<file path="config.mk">
export PLATFORM = sky130hd
export DESIGN_NAME = lrbb_mixer
export DESIGN_NICKNAME = d
export VERILOG_FILES = /design/src/hw/rtl/lrbb_pkg.sv /design/src/hw/rtl/lrbb_mixer.sv
export SDC_FILE = /design/constraint.sdc
export NUM_CORES = 2
export LEC_CHECK = 0
export BUFFER_PORTS_ARGS = -buffer_cell sky130_fd_sc_hd__buf_2
export CORE_MARGIN = 1
export CORE_UTILIZATION = 35
export CTS_CLUSTER_DIAMETER = 150
export CTS_CLUSTER_SIZE = 28
export DETAILED_ROUTE_END_ITERATION = 8
export PLACE_DENSITY = 0.5
export SYNTH_ARGS = -nofsm -noshare
export SYNTH_HDL_FRONTEND = slang
export SYNTH_SLANG_ARGS = --single-unit
</file>
<file path="constraint.sdc">
create_clock -name aclk -period 5.6 [get_ports aclk]
set_clock_uncertainty 0.05 [all_clocks]
set_input_delay 0.56 -clock aclk [delete_from_list [all_inputs] [get_ports aclk]]
set_output_delay 0.56 -clock aclk [all_outputs]
set_load 0.01 [all_outputs]
</file>
<file path="src/hw/rtl/lrbb_pkg.sv">
`timescale 1ns / 1ps

package lrbb_pkg;

    localparam int unsigned MAX_PIXELS_DEFAULT = 65536;

    localparam int unsigned IDX_W     = 16;
    localparam int unsigned PIX_W     = 32;
    localparam int unsigned DIM_W     = 11;
    localparam int unsigned OFF_W     = 22;
    localparam int unsigned FRAC_W    = 5;
    localparam int unsigned YFRAC_LSB = 22;
    localparam int unsigned XFRAC_LSB = 27;
    localparam int unsigned WT_W      = 11;
    localparam int unsigned REM_W     = DIM_W;
    localparam int unsigned DIV_STEP  = 4;
    localparam int unsigned CFG_IDX_W = 3;
    localparam int unsigned NTAPS     = 4;

    localparam logic [DIM_W-1:0] DIM_MIN = 11'd2;
    localparam logic [DIM_W-1:0] DIM_MAX = 11'd1024;

    typedef enum logic [1:0] {
        OP_WRITE_SRC = 2'd0,
        OP_WRITE_MAP = 2'd1,
        OP_PRODUCE   = 2'd2
    } opcode_t;

    typedef enum logic [CFG_IDX_W-1:0] {
        CFG_WIDTH       = 3'd0,
        CFG_HEIGHT      = 3'd1,
        CFG_SUBPIXEL    = 3'd2,
        CFG_BLEND       = 3'd3,
        CFG_TABLE_VALID = 3'd4
    } cfg_reg_t;

    typedef enum logic [1:0] {
        KIND_NONE,
        KIND_WRITE,
        KIND_SINGLE,
        KIND_BILIN
    } kind_t;

    typedef struct packed {
        kind_t                        kind;
        logic                         blend;
        logic [IDX_W-1:0]             idx;
        logic [PIX_W-1:0]             data;
        logic [PIX_W-1:0]             existing;
        logic [NTAPS-1:0][WT_W-1:0]   wt;
    } item_t;

    typedef struct packed {
        logic [IDX_W-1:0]             idx;
        logic [PIX_W-1:0]             existing;
        logic                         bilin;
        logic                         blend;
        logic [NTAPS-1:0][WT_W-1:0]   wt;
        logic [NTAPS-1:0][PIX_W-1:0]  px;
    } mix_in_t;

endpackage

</file>
<file path="src/hw/rtl/lrbb_mixer.sv">
`timescale 1ns / 1ps

module lrbb_mixer import lrbb_pkg::*; (
    input  logic             aclk,
    input  logic             aresetn,
    input  logic             adv,
    input  logic             in_valid,
    input  mix_in_t          in_req,
    output logic             out_valid,
    output logic [IDX_W-1:0] out_idx,
    output logic [PIX_W-1:0] out_pixel
);

    localparam int unsigned PROD_W = 8 + WT_W;
    localparam int unsigned SUM_W  = PROD_W + 1;

    logic                                       m1_valid_reg;
    logic [NTAPS-1:0][NTAPS-1:0][PROD_W-1:0]    prod_reg;
    logic [NTAPS-1:0][NTAPS-1:0][PROD_W-1:0]    prod_next;
    logic [PIX_W-1:0]                           m1_px0_reg;
    logic [PIX_W-1:0]                           m1_exist_reg;
    logic [IDX_W-1:0]                           m1_idx_reg;
    logic                                       m1_bilin_reg;
    logic                                       m1_blend_reg;

    logic                                       m2_valid_reg;
    logic [IDX_W-1:0]                           m2_idx_reg;
    logic [PIX_W-1:0]                           m2_pix_reg;
    logic [PIX_W-1:0]                           m2_pix_next;

    always_comb begin
        for (int c = 0; c < 4; c++) begin
            for (int k = 0; k < NTAPS; k++) begin
                prod_next[c][k] = PROD_W'(in_req.px[k][8*c +: 8]) * PROD_W'(in_req.wt[k]);
            end
        end
    end

    always_comb begin
        logic [SUM_W-1:0] sum;
        logic [7:0]       smp;
        logic [8:0]       avg;
        m2_pix_next = '0;
        for (int c = 0; c < 4; c++) begin
            sum = SUM_W'(prod_reg[c][0]) + SUM_W'(prod_reg[c][1])
                + SUM_W'(prod_reg[c][2]) + SUM_W'(prod_reg[c][3]) + SUM_W'(512);
            smp = m1_bilin_reg ? sum[17:10] : m1_px0_reg[8*c +: 8];
            avg = {1'b0, smp} + {1'b0, m1_exist_reg[8*c +: 8]};
            m2_pix_next[8*c +: 8] = m1_blend_reg ? avg[8:1] : smp;
        end
    end

    always_ff @(posedge aclk) begin
        if (!aresetn) begin
            m1_valid_reg <= 1'b0;
            m2_valid_reg <= 1'b0;
        end else if (adv) begin
            m1_valid_reg <= in_valid;
            m2_valid_reg <= m1_valid_reg;
        end
    end

    always_ff @(posedge aclk) begin
        if (adv) begin
            prod_reg     <= prod_next;
            m1_px0_reg   <= in_req.px[0];
            m1_exist_reg <= in_req.existing;
            m1_idx_reg   <= in_req.idx;
            m1_bilin_reg <= in_req.bilin;
            m1_blend_reg <= in_req.blend;
            m2_idx_reg   <= m1_idx_reg;
            m2_pix_reg   <= m2_pix_next;
        end
    end

    assign out_valid = m2_valid_reg;
    assign out_idx   = m2_idx_reg;
    assign out_pixel = m2_pix_reg;

endmodule

</file>
==> out/qor.csv <==
stage;metric;value;unit
outcome;status;finished clean;
finish;nFillCells;18100;
detailed_routing;drcViolationCount;0;
synthesis;synth-edff-count;418;
synthesis;synth_top_cell_by_area;fa_1;
finish;final_nets;8580;
global_route;grt_max_degree;139;
clocking;ctsRootBufferMaster;clkbuf_16;
synthesis;ys_ff_latch;420;
sta;fin_crit;5.35;ns
floorplan;core.rowCount;156;
synthesis;seq_area_frac_synth;19.8;%
hold_path;hold_path_class;in2reg;
finish;utilization;38.3;%
clocking;clk_latency;0.66;ns
finish;area_growth;8.74;%
floorplan;die_area;184000;sq um
clocking;cts.clk_slew.worst_paths;0.13;ns
floorplan;coreArea;181000;sq um
detailed_routing;wl_met2;83500;um
global_route;grt_pass1_wl;274000;um
sta;grt_setup_unrepaired;no;
global_route;gr-total-overflow;0;
detailed_routing;drtIter0Drc;2347;
place;post_dp_cell_area;68000;sq um
synthesis;ys_warn_count;0;
worst_setup_path;cpMostUsedCell;fa_1;
detailed_routing;drtAntennaViolNets;0;
place;gp_congestion;0.856;
detailed_routing;top_layer_used;met5;
clocking;clockBufferDepth;3;
job;drv_cap;0;
clocking;htree_levels;1;
synthesis;syn_nets;8381;
sta;setup_violations;0;
synthesis;synthFlopType;edfxtp_1;
sta;fin_tns_setup;0;ns
detailed_routing;routedWlPerCell;19.4;um
sta;fmax;187;MHz
global_route;grt_pass1_vias;45700;
synthesis;synthArstFlopShare;0;%
floorplan;die_h;428;um
sta;fin_crit_sh;95.5;%
clocking;cts_tree;done;
global_route;grt_antenna_before_repair;35;
synthesis;syn_inst;6431;
clocking;cts_made_buffers;21;
worst_setup_path;arrival;5.70;ns
floorplan;ioPinCount;275;
place;hpwlAfterDp;144000;um
clocking;clock-sinks;420;
floorplan;initial_core_util;35.2;%
sta;timing.final.ws_setup;0.255;ns
worst_setup_path;start_kind;register;
place;pre_cts_ws;0.134;ns
worst_setup_path;cpPeakStageDelay;0.53;ns
synthesis;synthTopCellsByArea;fa_1, edfxtp_1, ha_1;
finish;largest_register_ffs;288;
worst_setup_path;crit_chain;inv_1, fa_1, inv_1, fa_1, fa_1, ha_1, a211o_1, or3_4, o211ai_4, nand2b_1, a211oi_2, nor3_2, a21o_1, ha_1, nor2b_1, o21ai_0, nand2b_1, a21o_1, a21oi_1, xnor2_1, mux2_2;
synthesis;synthMostInstantiatedCell;inv_1;
finish;fin_area;69200;sq um
floorplan;die_w;428;um
synthesis;synth_top_area_share;31.0;%
worst_setup_path;crit_fanout;5;
synthesis;synth_area;63600;sq um
detailed_routing;drt_wl_total;175000;um
worst_setup_path;cp.required;5.95;ns
worst_setup_path;endpoint_kind;register;
detailed_routing;wl_met3;5960;um
sta;slew_violations;0;
detailed_routing;wl_met1;82600;um
detailed_routing;dr.pass1.iters;6;
synthesis;ys_top_cells_by_count;inv_1, fa_1, nand2_1, ha_1, and2_1;
worst_setup_path;crit_path_top_delay_cell;fa_1;
sta;tightest_slew;0.850;ns
clocking;cts_setup_buffers;0;
synthesis;syn_area_per_cell;9.90;sq um
detailed_routing;vias;43800;
worst_setup_path;path_class;reg2reg;
global_route;grt.total_usage;19.4;%
synthesis;synth.distinct_cells;83;
place;portBuffers;274;
finish;drive_gt1_share;7.80;%
sta;slew_headroom;43.3;%
sta;hold_viol_final;0;
detailed_routing;viasPerCell;4.85;
==> what timing repair did <==
action / in CTS / in global routing
hold endpoints to repair: 45 / 0
hold buffers: 45 / 0
gates resized for setup: 0 / 4
endpoints found under the setup margin: 0 / 3
==> cells in the final DEF, fill, tap and decap left out, types with 12 or more instances in the layout <==
master and n:
a2111oi_0 13, a211o_1 14, a211oi_1 20, a21o_1 55, a21oi_1 149, a31o_2 19
a31oi_1 19, and2_1 717, and3_1 28, buf_2 273, buf_4 121, clkbuf_16 21
diode_2 15, dlygate4sd3_1 45, edfxtp_1 418, fa_1 984, ha_1 740, inv_1 1221
mux2_2 27, mux2i_1 12, nand2_1 795, nand2b_1 14, nand3_1 51, nor2_1 94
nor2b_1 46, nor3_1 70, nor4_1 12, o211ai_1 23, o21a_1 27, o21ai_0 70
o21bai_1 22, o31ai_1 15, or3_1 33, xnor2_1 269, xor2_1 49
==> worst paths after layout <==
kind	startpoint	to	slack [ns]	cells past startpoint
setup / recovery	prod_reg[8]$_DFFE_PP_	out_pixel[5]$_DFFE_PP_	0.25	21
hold / removal	in_req[198]	m1_exist_reg[24]$_DFFE_PP_	0.06	1
setup reg to reg	prod_reg[8]$_DFFE_PP_	out_pixel[5]$_DFFE_PP_	0.25	21
hold reg to reg	m1_idx_reg[7]$_DFFE_PP_	out_idx[7]$_DFFE_PP_	0.38	0
==> kinds of logic after synthesis <==
kind of cell | count (synthesis) | synth area share [%]
adder cells (fa/ha/maj) | 1724 | 45.5
flip-flops | 420 | 19.8
multiplexers | 40 | 0.690
buffers and inverters | 1495 | 8.83
AO/OA/AOI/OAI | 527 | 5.71
AND/OR/NAND/NOR | 1906 | 15.1
XOR/XNOR | 319 | 4.39
==> layout make-up <==
class / instances / area (sq um) / area share [%]
Sequential cell: 420 / 12600 / 18.2
Antenna cell: 15 / 37.5 / 0.0542
Clock buffer: 21 / 526 / 0.759
Timing Repair Buffer: 448 / 2900 / 4.19
Clock inverter: 9 / 144 / 0.208
Tap cell: 2370 / 2970 / 4.29
Multi-Input combinational cell: 4516 / 45400 / 65.7
Inverter: 1223 / 4590 / 6.63
==> worst max-delay path: cells and delay by family (launching register included) <==
kind	cells	cell delay [ns]
AOI/OAI and AO/OA	7	1.55
xor gates and xnor gates	1	0.09
adders and majority gates	5	1.97
buffers and inverters	2	0.10
DFF	1	0.34
muxes	1	0.26
and+or+nand+nor	5	0.78
==> routing by layer <==
layer  vias to the layer above  GRT usage (%)
li1                      20600              -
met1                     22300           27.2
met2                       798           32.6
met3                       158           1.70
met4                         8           3.53
met5                         -              0
==> through the flow <==
stage,cells,hold WS (ns)
finish,9022,0.0637
global placement,8932,0.351
floorplan,6431,0.350
global route,9018,0.0330
detailed placement,8932,0.355
CTS,9007,0.00987
Power is not shown: default switching activity piles up to over one toggle a cycle in this logic, so the estimate is an artifact.
