===== src/hw/rtl/lrbb_pkg.sv =====
`timescale 1ns / 1ps

package lrbb_pkg;

    localparam int unsigned MAX_PIXELS_DEFAULT = 65536;

    localparam int unsigned IDX_W     = 16;
    localparam int unsigned PIX_W     = 32;
    localparam int unsigned DIM_W     = 11;
    localparam int unsigned OFF_W     = 22;
    localparam int unsigned FRAC_W    = 5;
    localparam int unsigned YFRAC_LSB = 22;
    localparam int unsigned XFRAC_LSB = 27;
    localparam int unsigned WT_W      = 11;
    localparam int unsigned REM_W     = DIM_W;
    localparam int unsigned DIV_STEP  = 4;
    localparam int unsigned CFG_IDX_W = 3;
    localparam int unsigned NTAPS     = 4;

    localparam logic [DIM_W-1:0] DIM_MIN = 11'd2;
    localparam logic [DIM_W-1:0] DIM_MAX = 11'd1024;

    typedef enum logic [1:0] {
        OP_WRITE_SRC = 2'd0,
        OP_WRITE_MAP = 2'd1,
        OP_PRODUCE   = 2'd2
    } opcode_t;

    typedef enum logic [CFG_IDX_W-1:0] {
        CFG_WIDTH       = 3'd0,
        CFG_HEIGHT      = 3'd1,
        CFG_SUBPIXEL    = 3'd2,
        CFG_BLEND       = 3'd3,
        CFG_TABLE_VALID = 3'd4
    } cfg_reg_t;

    typedef enum logic [1:0] {
        KIND_NONE,
        KIND_WRITE,
        KIND_SINGLE,
        KIND_BILIN
    } kind_t;

    typedef struct packed {
        kind_t                        kind;
        logic                         blend;
        logic [IDX_W-1:0]             idx;
        logic [PIX_W-1:0]             data;
        logic [PIX_W-1:0]             existing;
        logic [NTAPS-1:0][WT_W-1:0]   wt;
    } item_t;

    typedef struct packed {
        logic [IDX_W-1:0]             idx;
        logic [PIX_W-1:0]             existing;
        logic                         bilin;
        logic                         blend;
        logic [NTAPS-1:0][WT_W-1:0]   wt;
        logic [NTAPS-1:0][PIX_W-1:0]  px;
    } mix_in_t;

endpackage


===== src/hw/rtl/lrbb_divider.sv =====
`timescale 1ns / 1ps

module lrbb_divider import lrbb_pkg::*; #(
    parameter int unsigned ABITS = 16
) (
    input  logic             aclk,
    input  logic             aresetn,
    input  logic             adv,
    input  logic             in_valid,
    input  item_t            in_item,
    input  logic [DIM_W-1:0] divisor,
    output logic             out_valid,
    output item_t            out_item,
    output logic [REM_W-1:0] out_rem
);

    localparam int unsigned NSTG = (ABITS + DIV_STEP - 1) / DIV_STEP;
    localparam int unsigned DB   = NSTG * DIV_STEP;

    function automatic logic [REM_W-1:0] rem_step(
        input logic [REM_W-1:0]    r,
        input logic [DIV_STEP-1:0] bits,
        input logic [DIM_W-1:0]    w
    );
        logic [REM_W-1:0] t;
        t = r;
        for (int k = DIV_STEP - 1; k >= 0; k--) begin
            t = {t[REM_W-2:0], bits[k]};
            if (t >= w) begin
                t = t - w;
            end
        end
        return t;
    endfunction

    logic             vld_reg [NSTG];
    item_t            itm_reg [NSTG];
    logic [REM_W-1:0] rem_reg [NSTG];

    genvar g;
    generate
        for (g = 0; g < NSTG; g++) begin : g_stage
            item_t            src_item;
            logic [REM_W-1:0] src_rem;
            logic             src_vld;
            logic [DB-1:0]    dvd;

            if (g == 0) begin : g_first
                assign src_item = in_item;
                assign src_rem  = '0;
                assign src_vld  = in_valid;
            end else begin : g_next
                assign src_item = itm_reg[g-1];
                assign src_rem  = rem_reg[g-1];
                assign src_vld  = vld_reg[g-1];
            end

            assign dvd = DB'(src_item.data[ABITS-1:0]);

            always_ff @(posedge aclk) begin
                if (!aresetn) begin
                    vld_reg[g] <= 1'b0;
                end else if (adv) begin
                    vld_reg[g] <= src_vld;
                end
            end

            always_ff @(posedge aclk) begin
                if (adv) begin
                    itm_reg[g] <= src_item;
                    rem_reg[g] <= rem_step(src_rem, dvd[DB-1-g*DIV_STEP -: DIV_STEP], divisor);
                end
            end
        end
    endgenerate

    assign out_valid = vld_reg[NSTG-1];
    assign out_item  = itm_reg[NSTG-1];
    assign out_rem   = rem_reg[NSTG-1];

endmodule


===== config.mk =====
export PLATFORM = sky130hd
export DESIGN_NAME = lrbb_divider
export DESIGN_NICKNAME = d
export VERILOG_FILES = /design/src/hw/rtl/lrbb_pkg.sv /design/src/hw/rtl/lrbb_divider.sv
export SDC_FILE = /design/constraint.sdc
export NUM_CORES = 1
export LEC_CHECK = 0
export BUFFER_PORTS_ARGS = -buffer_cell sky130_fd_sc_hd__buf_2
export CAP_MARGIN = 40
export CORE_MARGIN = 2
export CORE_UTILIZATION = 53
export DETAILED_ROUTE_END_ITERATION = 7
export PLACE_DENSITY = 0.76
export SLEW_MARGIN = 20
export SYNTH_ARGS = -nofsm -noshare
export SYNTH_HDL_FRONTEND = slang
export SYNTH_SLANG_ARGS = --single-unit

===== constraint.sdc =====
create_clock -name aclk -period 8.65 [get_ports aclk]
set_input_delay 0 -clock aclk [delete_from_list [all_inputs] [get_ports aclk]]
set_output_delay 0 -clock aclk [all_outputs]
set_load 0.01 [all_outputs]

==> impl_table.tex, run 1 <==
\begin{tabular}{lr}
\hline
Metric & Value \\
\hline
\multicolumn{2}{l}{\textbf{Outcome}} \\
\quad Outcome & complete, but fails checks \\
\quad Failing checks & negative hold slack \\
\multicolumn{2}{l}{\textbf{Timing}} \\
\quad Rel. slew slack & 0.293 \\
\quad Hold Vio Cnt, Final & 6 \\
\quad Max Clk Rate & 121 MHz \\
\quad Setup TNS & 0 ns \\
\quad Worst Skew & 0.0228 ns \\
\quad Final slew viol count & 0 \\
\quad Least setup slack across all paths after layout & 0.414 ns \\
\quad Setup violations, final & 0 \\
\quad Worst Hold Margin & -0.0112 ns \\
\quad Least-Margin Pin Slew & 1.06 ns \\
\quad Period utilization & 0.952 \\
\quad Minimum clock period & 8.24 ns \\
\multicolumn{2}{l}{\textbf{Power}} \\
\quad Power density over the cells & 469 mW/mm2 \\
\quad P\_leak & 0.0122 uW \\
\quad Worst IR drop on VDD & 0.373 mV \\
\multicolumn{2}{l}{\textbf{Worst setup path}} \\
\quad Crit. End Element & register \\
\quad Required time of the critical path & 9.00 ns \\
\quad Largest stage delay on the critical path & 0.45 ns \\
\quad Startpoint Class & register \\
\quad Crit path max fanout & 12 \\
\quad Max stage delay cell, worst path & edfxtp\_1 \\
\quad Crit path DAT & 8.58 ns \\
\quad Path type of the worst setup path & register to register \\
\multicolumn{2}{l}{\textbf{Clock network}} \\
\quad CTS Root Cell & clkbuf\_16 \\
\quad Total CTS buffers & 54 \\
\quad Buffer depth of the longest clock path & 3 \\
\quad Clock latency of the later-clocked register in the worst-skew pair & 0.60 ns \\
\quad Clock-pin slew on the worst setup and hold paths & 0.07 ns \\
\quad Number of clock sinks seen by CTS & 553 \\
\quad Clock tree from TritonCTS & done \\
\quad H-Tree Depth & 2 \\
\multicolumn{2}{l}{\textbf{Die}} \\
\quad Y dimension of the die & 222 um \\
\quad Core region area & 0.0468 mm2 \\
\quad \# rows & 79 \\
\quad Die width & 222 um \\
\quad Ports & 281 \\
\quad Effective utilization at floorplan & 0.538 \\
\quad Total Die Area & 0.0493 mm2 \\
\multicolumn{2}{l}{\textbf{Synthesis}} \\
\quad Synthesized netlist net count & 1992 \\
\quad Per-instance average area after synthesis & 15.1 um2 \\
\quad Total number of yosys warnings & 0 \\
\quad Area leader, netlist & edfxtp\_1 \\
\quad Ranking of synthesized cells by area & edfxtp\_1, ha\_1, mux2\_2, xnor2\_1, a21oi\_1 \\
\quad Post-synthesis cell area & 0.0252 mm2 \\
\quad Post-synthesis cell count & 1668 \\
\quad Count of unique library cells instantiated by Yosys & 74 \\
\quad Ys flop type & edfxtp\_1 \\
\quad Number of register bits inferred by synthesis & 553 \\
\quad Top cell type's share of synthesized area & 0.658 \\
\quad Portion of the post-synthesis area used by sequential elements & 0.659 \\
\quad Number of enable flip-flop cells after synthesis & 552 \\
\quad Ys async rst share & 0 \\
\multicolumn{2}{l}{\textbf{Cells and area}} \\
\quad Number of inserted diodes & 0 \\
\quad Ratio of cells with drive above 1 in the final layout & 0.235 \\
\quad P\&R area growth vs syn & 22.5\% \\
\quad Number of flip-flops under the largest register name & 508 \\
\quad Total Nets Final & 2495 \\
\quad Number of standard cells in the final layout excluding fillers & 2821 \\
\multicolumn{2}{l}{\textbf{Global route}} \\
\quad Vias in the first global route & 15700 \\
\quad Antenna violations before repair & 0 \\
\quad Total congestion overflow & 0 \\
\quad Largest net degree at the start of global routing & 203 \\
\quad Global-route wire length before repair & 85.5 mm \\
\quad Global router's overall resource usage & 0.222 \\
\multicolumn{2}{l}{\textbf{Drt}} \\
\quad Number of DRC violations after detailed routing & 0 \\
\quad Routed length per instance & 19.6 um \\
\quad Total via count in the routed design & 15500 \\
\quad DRC marker count from the first detailed-route iteration & 1197 \\
\quad Detailed-route wire length & 55.2 mm \\
\quad Vias per cell & 5.50 \\
\quad Antenna-violating nets left & 0 \\
\quad First drt pass iteration count & 5 \\
\multicolumn{2}{l}{\textbf{Placement}} \\
\quad Estimated wirelength of the detail-placed design & 36.7 mm \\
\quad Post-Place Setup Slack & 0.0139 ns \\
\quad Port-buffer cells & 280 \\
\quad Global placer's final weighted congestion & 0.874 \\
\quad Inst Count DP & 2589 \\
\multicolumn{2}{l}{\textbf{Hold path}} \\
\quad Classification of the worst-slack hold path & input pin to register \\
\multicolumn{2}{l}{\textbf{Job}} \\
\quad Maximum capacitance violations & 0 \\
\hline
\end{tabular}
-- layer usage --
layer,share of wire,vias up,track usage
met3,0.051,108,0.0335
met2,0.50,464,0.385
met4,0.028,0,0.0663
met5,0,-,0
li1,-,7458,-
met1,0.42,7473,0.290
-- cell usage in the layout, fill, tap and decap left out, types with 5 or more instances in the layout --
master and instances:
or3_1 6, o21ai_0 54, mux2i_1 25, inv_1 76, o21bai_1 16, nor2b_1 36, bufinv_16 5, ha_1 167
a31oi_1 7, fa_1 15, and3_1 8, clkbuf_16 54, a21boi_0 6, edfxtp_1 552, a21oi_1 90, a211oi_1 5
nor3_1 28, and3b_1 8, xor2_1 26, nand3_1 23, nand4_1 27, clkbuf_1 14, o21ai_1 7, o31a_1 8
buf_4 45, nand2b_1 11, dlygate4sd3_1 129, nand2_1 45, clkinv_1 13, nor2_1 93, o31ai_1 7, mux2_2 87
a21o_1 35, nor4_1 5, buf_2 279, xnor2_1 81, o21a_1 21
-- metrics by stage --
step	total power [uW]	instance area, um2	util	hold slack, ns
6_report	14500	30900	0.660	-0.0112
5_1_grt	15500	30900	0.660	0.0819
4_1_cts	14100	30700	0.656	0.0403
3_5_place_dp	11700	27700	0.592	0.178
3_3_place_gp	11600	27700	0.592	0.176
2_1_floorplan	9960	25200	-	0.0989
-- path summary, 6_finish.rpt --
check / cells past startpoint / end / slack, ns / from
setup / recovery: 31 / rem_reg[1][7] / 0.41 / rem_reg[0][0]
setup reg to reg: 31 / rem_reg[1][7] / 0.41 / rem_reg[0][0]
hold reg to reg: 0 / itm_reg[1][62] / 0.41 / itm_reg[0][62]
hold / removal: 1 / itm_reg[3][11] / -0.01 / adv
-- report_power, final --
| part | internal [uW] | switching, uW |
|---|---|---|
| clock network | 1300 | 980 |
| logic | 4180 | 4400 |
| registers | 3500 | 97.7 |
| total | 8980 | 5480 |
-- cells in the mapped netlist (8+ instances only) --
cell type and count:
a21o_1 35, and3_1 8, o21bai_1 16, xnor2_1 81
and3b_1 8, mux2_2 87, edfxtp_1 552, nor2b_1 36
xor2_1 26, nand2b_1 11, o31a_1 8, o21ai_0 54
o21a_1 21, a31oi_1 8, nor3_1 28, ha_1 167
o31ai_1 8, mux2i_1 25, nand4_1 27, fa_1 15
a21oi_1 93, nand3_1 23, nand2_1 46, inv_1 76
clkbuf_1 8, nor2_1 93
-- cells by family (layout without fill, tap and decap cells) --
family          after synthesis  after routing  share of synthesized area
xor+xnor                    107            107                     0.0372
mux                         113            113                     0.0495
fa+ha+maj                   182            182                     0.0949
compound gates              316            316                     0.0835
simple gates                310            310                     0.0625
buf+inv                      87            633                     0.0132
flops                       553            553                      0.659
-- critical path: cells and delay by family, from the launching register on --
kind | cells | cell delay [ns]
multiplexers | 4 | 1.32
AND/OR/NAND/NOR | 9 | 1.86
flip-flops | 1 | 0.45
AO/OA/AOI/OAI | 10 | 2.55
buffers and inverters | 4 | 0.55
adder cells (fa/ha/maj) | 4 | 1.20
-- repair_timing --
item                                   CTS  global route
endpoints found under the hold margin  135             0
gates resized for setup                  0            21
setup endpoints to repair                0            31
setup buffers                            0             3
hold buffers                           129             0
-- area by class of cell --
| class | count | area [um2] |
|---|---|---|
| clock buffer | 68 | 1400 |
| inverter | 76 | 285 |
| tap | 607 | 759 |
| multi-input combinational | 1028 | 8360 |
| clock inverter | 31 | 324 |
| timing repair buffer | 458 | 3130 |
| sequential | 553 | 16600 |
| fill | 3250 | 15900 |
No activity file was read; power rests on OpenSTA's default activity.
==> run 2, diff against run 1 <==
--- a/config.mk
+++ b/config.mk
@@ -11,6 +11,7 @@
 export CORE_UTILIZATION = 53
 export DETAILED_ROUTE_END_ITERATION = 7
 export PLACE_DENSITY = 0.76
+export REMOVE_ABC_BUFFERS = 1
 export SLEW_MARGIN = 20
 export SYNTH_ARGS = -nofsm -noshare
 export SYNTH_HDL_FRONTEND = slang
==> impl_table.tex, run 2 (same netlist as run 1, synthesis figures left out) <==
\begin{tabular}{lr}
\hline
Metric & Value \\
\hline
\multicolumn{2}{l}{\textbf{Outcome}} \\
\quad Outcome & finished, final reports clean \\
\multicolumn{2}{l}{\textbf{Placement}} \\
\quad Post-Place Setup Slack & 0.275 ns (+0.261 ns) \\
\quad Estimated wirelength of the detail-placed design & 37.5 mm (+2.1\%) \\
\quad Port-buffer cells & 280 (unchanged) \\
\quad Global placer's final weighted congestion & 0.914 (+4.5\%) \\
\multicolumn{2}{l}{\textbf{Worst setup path}} \\
\quad Register-to-register setup slack & 0.33 ns (-0.08 ns) \\
\quad Crit path max fanout & 9 (-3) \\
\quad Crit path from & rem\_reg[2][5] \\
\quad Reg2reg start & rem\_reg[2][5] \\
\quad Crit. End Element & register \\
\quad Required time of the critical path & 9.00 ns (about the same) \\
\quad Crit path DAT & 8.67 ns (+0.09 ns) \\
\quad Path type of the worst setup path & register to register \\
\quad Largest stage delay on the critical path & 0.48 ns (+0.03 ns) \\
\quad Max stage delay cell, worst path & fa\_1 \\
\quad Startpoint Class & register \\
\quad Gate family responsible for the most delay along the worst path & compound AO/OA/AOI/OAI gates \\
\quad Worst path bufs/invs & 2 (-2) \\
\multicolumn{2}{l}{\textbf{Hold path}} \\
\quad Hold Crit Start & in\_item[17] \\
\quad Classification of the worst-slack hold path & input pin to register \\
\multicolumn{2}{l}{\textbf{Cells and area}} \\
\quad P\&R area growth vs syn & 22.7\% \\
\quad Commonest non-fill, non-tap cells in the layout & edfxtp\_1, buf\_2, ha\_1 \\
\quad Most common cell after layout, fill and taps aside & edfxtp\_1 \\
\quad Multi-input logic area & 0.00832 mm2 (-0.37\%) \\
\quad Total Nets Final & 2492 (-0.12\%) \\
\quad Ratio of cells with drive above 1 in the final layout & 0.237 (+0.00237) \\
\quad Sequential cell area in the final layout & 0.0166 mm2 (unchanged) \\
\quad Number of flip-flops under the largest register name & 508 (unchanged) \\
\quad Final cell utilization of the core & 0.661 (+0.000669) \\
\quad Number of fill cells & 3242 (-0.25\%) \\
\multicolumn{2}{l}{\textbf{Timing}} \\
\quad Least-Margin Pin Slew & 1.04 ns (-0.0189 ns) \\
\quad Setup violations, final & 0 (unchanged) \\
\quad Max Clk Rate & 120 MHz (-0.98\%) \\
\quad Final slew viol count & 0 (unchanged) \\
\quad Hold Vio Cnt, Final & 0 (-6) \\
\quad Least setup slack across all paths after layout & 0.333 ns (-0.0812 ns) \\
\quad Rel. slew slack & 0.305 (+0.0126) \\
\quad Minimum clock period & 8.32 ns (+0.0812 ns) \\
\quad Period utilization & 0.961 (+0.00939) \\
\quad Worst Skew & 0.0178 ns (-0.00499 ns) \\
\multicolumn{2}{l}{\textbf{Global route}} \\
\quad Global-route wire length before repair & 86.3 mm (+0.90\%) \\
\quad Antenna violations before repair & 1 (+1) \\
\quad Vias in the first global route & 15800 (+0.74\%) \\
\quad Total congestion overflow & 0 (unchanged) \\
\quad Largest net degree at the start of global routing & 211 (+3.9\%) \\
\quad Global router's overall resource usage & 0.226 (+0.00411) \\
\multicolumn{2}{l}{\textbf{Die}} \\
\quad Effective utilization at floorplan & 0.538 (unchanged) \\
\quad Total Die Area & 0.0493 mm2 (unchanged) \\
\quad Ports & 281 (unchanged) \\
\quad \# rows & 79 (unchanged) \\
\quad Y dimension of the die & 222 um (unchanged) \\
\quad Die width & 222 um (unchanged) \\
\quad Core region area & 0.0468 mm2 (unchanged) \\
\multicolumn{2}{l}{\textbf{Clock network}} \\
\quad Number of buffers inserted by post-CTS setup repair & 0 (unchanged) \\
\quad H-Tree Depth & 2 (unchanged) \\
\quad Clock latency of the later-clocked register in the worst-skew pair & 0.60 ns (about the same) \\
\quad Number of clock sinks seen by CTS & 553 (unchanged) \\
\quad Total CTS buffers & 54 (unchanged) \\
\quad Buffer depth of the longest clock path & 3 (unchanged) \\
\quad CTS Root Cell & clkbuf\_16 \\
\quad Clock tree from TritonCTS & done \\
\quad Clock-pin slew on the worst setup and hold paths & 0.07 ns (about the same) \\
\multicolumn{2}{l}{\textbf{Drt}} \\
\quad Antenna-violating nets left & 0 (unchanged) \\
\quad Total via count in the routed design & 15600 (+0.66\%) \\
\quad Vias per cell & 5.53 (+0.66\%) \\
\quad First drt pass iteration count & 6 (+1) \\
\quad DRC marker count from the first detailed-route iteration & 1212 (+1.3\%) \\
\quad Number of DRC violations after detailed routing & 0 (unchanged) \\
\quad Routed length per instance & 19.9 um (+1.7\%) \\
\quad Detailed-route wire length & 56.2 mm (+1.7\%) \\
\multicolumn{2}{l}{\textbf{Power}} \\
\quad P\_leak & 0.0123 uW (+0.27\%) \\
\quad Worst IR drop on VDD & 0.500 mV (+34\%) \\
\quad Power density over the cells & 471 mW/mm2 (+0.52\%) \\
\multicolumn{2}{l}{\textbf{Job}} \\
\quad Maximum capacitance violations & 0 (unchanged) \\
\hline
\end{tabular}
-- run 2: cell count changes in the layout (fill, tap and decap cells not counted), sizes merged --
cell	before	now
bufinv	5	7
clkinv	23	26
diode	0	1
clkbuf	68	63
dlygate4sd3	129	130
buf	329	325
inv	77	79
-- run 2: final timing paths --
| path | endpoint | depth (start not counted) |
|---|---|---|
| worst max-delay path | rem_reg[3][10] | 32 |
| worst min-delay path | itm_reg[0][17] | 2 |
| worst max register to register | rem_reg[3][10] | 32 |
| worst min register to register | itm_reg[2][1] | 0 |
-- run 2: final cells by class --
class | instances | area share
antenna | 1 | 0.0000810
tap | 607 | 0.0246
clock buffer | 63 | 0.0455
timing repair buffer | 455 | 0.100
clock inverter | 38 | 0.0134
sequential | 553 | 0.537
multi-input combinational | 1028 | 0.270
inverter | 76 | 0.00924
-- run 2: timing repair --
item                                   CTS  global route
hold buffers                           130             0
endpoints found under the hold margin  242             0
resized for setup                        0            19
setup endpoints to repair                0            31
-- run 2: metrics by stage --
step	total power (uW)	hold slack [ns]	setup TNS (ns)	cell area, um2	std cells
after floorplan	9920	0.0989	-0.0166	25100	1657
after global placement	11600	0.176	0	27700	2588
after detailed placement	11800	0.178	0	27700	2588
after CTS	14300	0.0644	0	30800	2819
after global routing	15600	0.0889	-0.0128	30900	2821
final	14600	0.0973	0	30900	2821
-- run 2: power breakdown --
part | switching, uW | internal [uW]
clock network | 1010 | 1380
registers | 105 | 3500
logic | 4460 | 4090
total | 5580 | 8970
-- run 2: layer usage --
metal	track usage	wire [um]	share of wire	vias up
met2	0.398	28500	0.51	457
met4	0.0748	1620	0.029	0
met1	0.286	23300	0.42	7580
li1	-	-	-	7462
met5	0	0	0	-
met3	0.0358	2770	0.049	107
